--- src/design/rv64im_integer_execute_core_assert.svh ---
// Assertion macros for the integer execute core.
`ifndef RV64IM_INTEGER_EXECUTE_CORE_ASSERT_SVH
`define RV64IM_INTEGER_EXECUTE_CORE_ASSERT_SVH
// Immediate implication checked on every clock unless reset.
`define RVX_ASSERT_IMP(label, clk, rst, lhs, rhs) \
   label: assert property (@(posedge clk) disable iff (rst) (lhs) |-> (rhs)) \
      else $error("assertion failed");
// Next-cycle implication checked on every clock unless reset.
`define RVX_ASSERT_NEXT(label, clk, rst, lhs, rhs) \
   label: assert property (@(posedge clk) disable iff (rst) (lhs) |=> (rhs)) \
      else $error("assertion failed");
`endif

--- src/design/rvx_pkg.sv ---
// Shared types, operation codes and constants of the integer execute core.
package rvx_pkg;
   localparam int unsigned XLEN_DEFAULT = 64;
   localparam int unsigned REG_COUNT = 31;
   localparam int unsigned EXC_NONE = 0;
   localparam int unsigned EXC_ILLEGAL = 1;
   localparam int unsigned EXC_ECALL = 2;

   typedef enum logic [5:0] {
      OP_ILLEGAL = 6'd0, OP_ECALL, OP_LUI, OP_AUIPC, OP_JAL, OP_JALR, OP_CJAL, OP_CJALR,
      OP_BEQ, OP_BNE, OP_BLT, OP_BGE, OP_BLTU, OP_BGEU, OP_CBEQ, OP_CBNE,
      OP_ADD, OP_SUB, OP_SLL, OP_SLT, OP_SLTU, OP_XOR, OP_SRL, OP_SRA,
      OP_OR, OP_AND, OP_ADDI, OP_SLTI, OP_SLTIU, OP_XORI, OP_ORI, OP_ANDI,
      OP_SLLI, OP_SRLI, OP_SRAI, OP_ADDIW, OP_SLLIW, OP_SRLIW, OP_SRAIW, OP_ADDW,
      OP_SUBW, OP_SLLW, OP_SRLW, OP_SRAW, OP_MUL, OP_MULH, OP_MULHSU, OP_MULHU,
      OP_DIV, OP_DIVU, OP_REM, OP_REMU, OP_MULW, OP_DIVW, OP_DIVUW, OP_REMW,
      OP_REMUW, OP_NOP, OP_R58, OP_R59, OP_R60, OP_R61, OP_R62, OP_R63
   } op_type;

   typedef enum logic [2:0] {
      ST_IDLE, ST_READ, ST_EXEC, ST_MUL, ST_DIV, ST_DONE
   } state_type;

   // Controller to datapath.
   typedef struct packed {
      logic capture;   // latch the request fields
      logic read;      // latch the source operands
      logic exec;      // form the single-cycle result
      logic mul_start;
      logic mul_step;
      logic mul_fin;
      logic div_start;
      logic div_step;
      logic div_fin;
      logic commit;    // write back and load the output register
   } cmd_type;

   // Datapath to controller.
   typedef struct packed {
      logic is_mul;
      logic is_div;
      logic mul_last;
      logic div_last;
   } status_type;
endpackage

--- src/design/rvx_control.sv ---
// Controller: sequences capture, operand read, execute and write-back.
module rvx_control (
   input  logic                clock,
   input  logic                reset,
   input  logic                req_fire,
   input  logic                rsp_busy,
   input  rvx_pkg::status_type status,
   output rvx_pkg::cmd_type    cmd,
   output logic                req_ready,
   output logic                rsp_load
);
   rvx_pkg::state_type state_ff, state_in;

   always_ff @(posedge clock) begin
      if (reset) begin
         state_ff <= rvx_pkg::ST_IDLE;
      end else begin
         state_ff <= state_in;
      end
   end

   always_comb begin
      state_in  = state_ff;
      cmd       = '0;
      req_ready = 1'b0;
      rsp_load  = 1'b0;
      case (state_ff)
         rvx_pkg::ST_IDLE: begin
            req_ready = 1'b1;
            if (req_fire) begin
               cmd.capture = 1'b1;
               state_in = rvx_pkg::ST_READ;
            end
         end
         rvx_pkg::ST_READ: begin
            cmd.read = 1'b1;
            state_in = rvx_pkg::ST_EXEC;
         end
         rvx_pkg::ST_EXEC: begin
            if (status.is_mul) begin
               cmd.mul_start = 1'b1;
               state_in = rvx_pkg::ST_MUL;
            end else if (status.is_div) begin
               cmd.div_start = 1'b1;
               state_in = rvx_pkg::ST_DIV;
            end else begin
               state_in = rvx_pkg::ST_DONE;
            end
         end
         rvx_pkg::ST_MUL: begin
            if (status.mul_last) begin
               cmd.mul_fin = 1'b1;
               state_in = rvx_pkg::ST_DONE;
            end else begin
               cmd.mul_step = 1'b1;
            end
         end
         rvx_pkg::ST_DIV: begin
            if (status.div_last) begin
               state_in = rvx_pkg::ST_DONE;
            end else begin
               cmd.div_step = 1'b1;
            end
         end
         rvx_pkg::ST_DONE: begin
            if (!rsp_busy) begin
               cmd.commit = 1'b1;
               rsp_load = 1'b1;
               state_in = rvx_pkg::ST_IDLE;
            end
         end
         default: state_in = rvx_pkg::ST_IDLE;
      endcase
      cmd.exec = (state_ff == rvx_pkg::ST_EXEC);
      cmd.div_fin = (state_ff == rvx_pkg::ST_DIV) && status.div_last;
   end
endmodule

--- config.mk ---
export PLATFORM = sky130hd
export DESIGN_NAME = rvx_control
export DESIGN_NICKNAME = d
export VERILOG_FILES = /design/src/design/rv64im_integer_execute_core_assert.svh /design/src/design/rvx_pkg.sv /design/src/design/rvx_control.sv
export SDC_FILE = /design/constraint.sdc
export NUM_CORES = 1
export LEC_CHECK = 0
export BUFFER_PORTS_ARGS = -buffer_cell sky130_fd_sc_hd__buf_2
export CAP_MARGIN = 20
export CORE_AREA = 2 2 39 41
export DETAILED_ROUTE_END_ITERATION = 7
export DIE_AREA = 0 0 41 43
export GPL_ROUTABILITY_DRIVEN = 0
export GPL_TIMING_DRIVEN = 1
export PLACE_DENSITY = 0.5
export SKIP_CTS_REPAIR_TIMING = 1
export SYNTH_ARGS = -nofsm -noshare
export SYNTH_HDL_FRONTEND = slang
export SYNTH_SLANG_ARGS = --single-unit
export TNS_END_PERCENT = 100
--- constraint.sdc ---
create_clock -name clock -period 3 [get_ports clock]
set_input_delay 0.3 -clock clock [delete_from_list [all_inputs] [get_ports clock]]
set_output_delay 0.3 -clock clock [all_outputs]
set_load 0.03 [all_outputs]
==> out/metrics.csv <==
metric,value,unit
status,finished clean,
drive_above_1_share,41.1,%
max_stage_delay,0.54,ns
maxCapViolations,0,
r2r_cells,3,
core,0.00138,sq mm
postRouteAntennaNets,0,
p_clk_share,36.9,%
drtIter0Drc,2,
die_width,41,um
use_met1,11.5,%
wl,707,um
cp-end-kind,primary output,
area_delta_synth_final,39.6,%
root_buffer,clkbuf_4,
fin_crit_sh,60.0,%
top_register,state_ff,
slew-limit-headroom,74.9,%
finClkSkew,0.00208,ns
rows,14,
h-tree-depth,1,
endpoint,cmd[3],
synth_area,284,sq um
total_power,194,uW
cts.sinks,3,
vias,324,
cellPowerDensity,489,mW/mm^2
rsz0062_at_grt,no,
p_switching,73.6,uW
finalSetupViolCount,0,
initial_core_util,20.5,%
numPortBuffers,19,
r2r_slack,1.77,ns
dieArea,0.00176,sq mm
synth_cells,37,
first_global_vias,277,
antenna_found_initial,0,
final_hold_viol_count,0,
nets,65,
p_leak,0.205,nW
busiest_layer,met2,
synth_cell_type_count,23,
reg_top3,state_ff x3,
syn_nets,45,
cp.depth,4,
vdd_drop_max,0.160,mV
finalCriticalPeriod,1.80,ns
grt_use_met3,4.71,%
tightest_slew,0.376,ns
p_comb_share,33.8,%
die_h,43,um
syn_avg_cell_area,7.68,sq um
insertion_delay,0.23,ns
cts.clk_slew.worst_paths,0.04,ns
hp-class,in2reg,
worst-path-buf-inv,1,
hpwlAfterDp,550,um
maxSlewViolCount,0,
wl_per_cell,9.82,um
ys_ff_latch,3,
synth_edf_count,0,
seq_power_share,29.3,%
worstSetupPathType,reg2out,
intPower,120,uW
ys_top_cells_by_count,"and2_1, dfxtp_1",
synth_area_leader_cell,dfxtp_1,
async_flop_share,0,%
cts.path.max_buffers,2,
grt_max_degree,14,
grt_pass1_wl,1070,um
yosysTopAreaCellShare,21.1,%
met2_usage,12.5,%
required,2.70,ns
crit_slowest_cell,dfxtp_1,
viasPerCell,4.50,
start_kind,register,
fin_setup_tns,0,ns
drc_errors,0,
reg2reg_from,state_ff[1],
diodes,0,
overflow,0,
hold_path.startpoint,reset,
worstPathCellList,nor2b_2 > and2b_1 > and3b_1 > buf_2,
critPathMaxFanout,13,
largest_reg_flops,3,
cts_tree,done,
arrival,1.50,ns
cp_top_family,simple AND/OR/NAND/NOR gates,
synth_area_leaders,"dfxtp_1, and2_1, nor4b_1",
max_freq,0.555,GHz
switching_share,38.0,%
cp-startpoint,state_ff[1],
dr.pass1.iters,2,
synth_top_flop_cell,dfxtp_1,
gr-usage-all-layers,9.12,%
reg2reg_to,state_ff[0],
yosysWarnings,0,
top_level_ports,20,
cts_inserted_buffers,3,
ys_seq_area_share,21.1,%
stage by stage:
stage               util, %  setup WS (ns)  cells  hold WS (ns)  cell area [sq um]
finish                 28.7           1.20     72         0.297                397
global route           28.7           1.08     72         0.306                397
CTS                    28.7           1.20     72         0.292                397
detailed placement     26.8           1.46     68         0.543                370
global placement       26.8           1.49     68         0.545                370
floorplan                 -           1.10     37         0.369                284
worst reg2reg max path, stage by stage, from the launching register on:
cell and delay, ns:
dfxtp_1 0.41, nor2b_2 0.22, nor3b_1 0.15, or3_1 0.34
layout by cell type, fill, tap and decap left out, drive strengths merged:
master	netlist	final
buf	4	19
clkbuf	0	4
and2	3	3
dfxtp	3	3
and2b	2	2
nor3	2	2
and3	2	2
nand2	2	2
nor2	2	2
nor4b	2	2
a21oi	2	2
nor4	2	2
nor3b	2	2
nor2b	2	2
and3b	1	1
nor4bb	1	1
mux2i	1	1
or3	1	1
o21ai	1	1
nand2b	1	1
nand3b	1	1
worst min path at each step:
stage                  endpoint  cells past startpoint  slack (ns)
finish              state_ff[2]                      2        0.30
global route        state_ff[2]                      2        0.31
CTS                 state_ff[2]                      2        0.29
detailed placement  state_ff[2]                      2        0.54
global placement    state_ff[2]                      2        0.54
floorplan           state_ff[2]                      1        0.37
cell families (layout without fill, tap and decap cells):
logic type	count (synthesis)	in the layout	share of synthesized area, %
and+or+nand+nor	26	26	59.9
buffers and inverters	4	23	10.1
AOI/OAI and AO/OA	3	3	5.28
DFF	3	3	21.1
muxes	1	1	3.52
per-layer routing:
metal  routed length (um)  vias to the layer above
li1                     -                      168
met1                  338                      138
met2                  301                       18
met3                   68                        0
met4                    0                        0
met5                    0                        -
cell type report:
cell class              count  area, sq um
clock buffers               4         26.3
repair buffers             19         95.1
flip-flops and latches      3         60.1
multi-input cells          30          195
well taps                  16         20.0
fillers                   164          987
power groups by stage:
stage          clock, mW  combinational (mW)  sequential, mW
2_1_floorplan          0              0.0578          0.0475
3_5_place_dp           0              0.0661          0.0574
3_3_place_gp           0              0.0658          0.0571
6_report          0.0715              0.0654          0.0568
5_1_grt           0.0810              0.0708          0.0584
4_1_cts           0.0757              0.0663          0.0567
(Power assumes the default switching activity.)
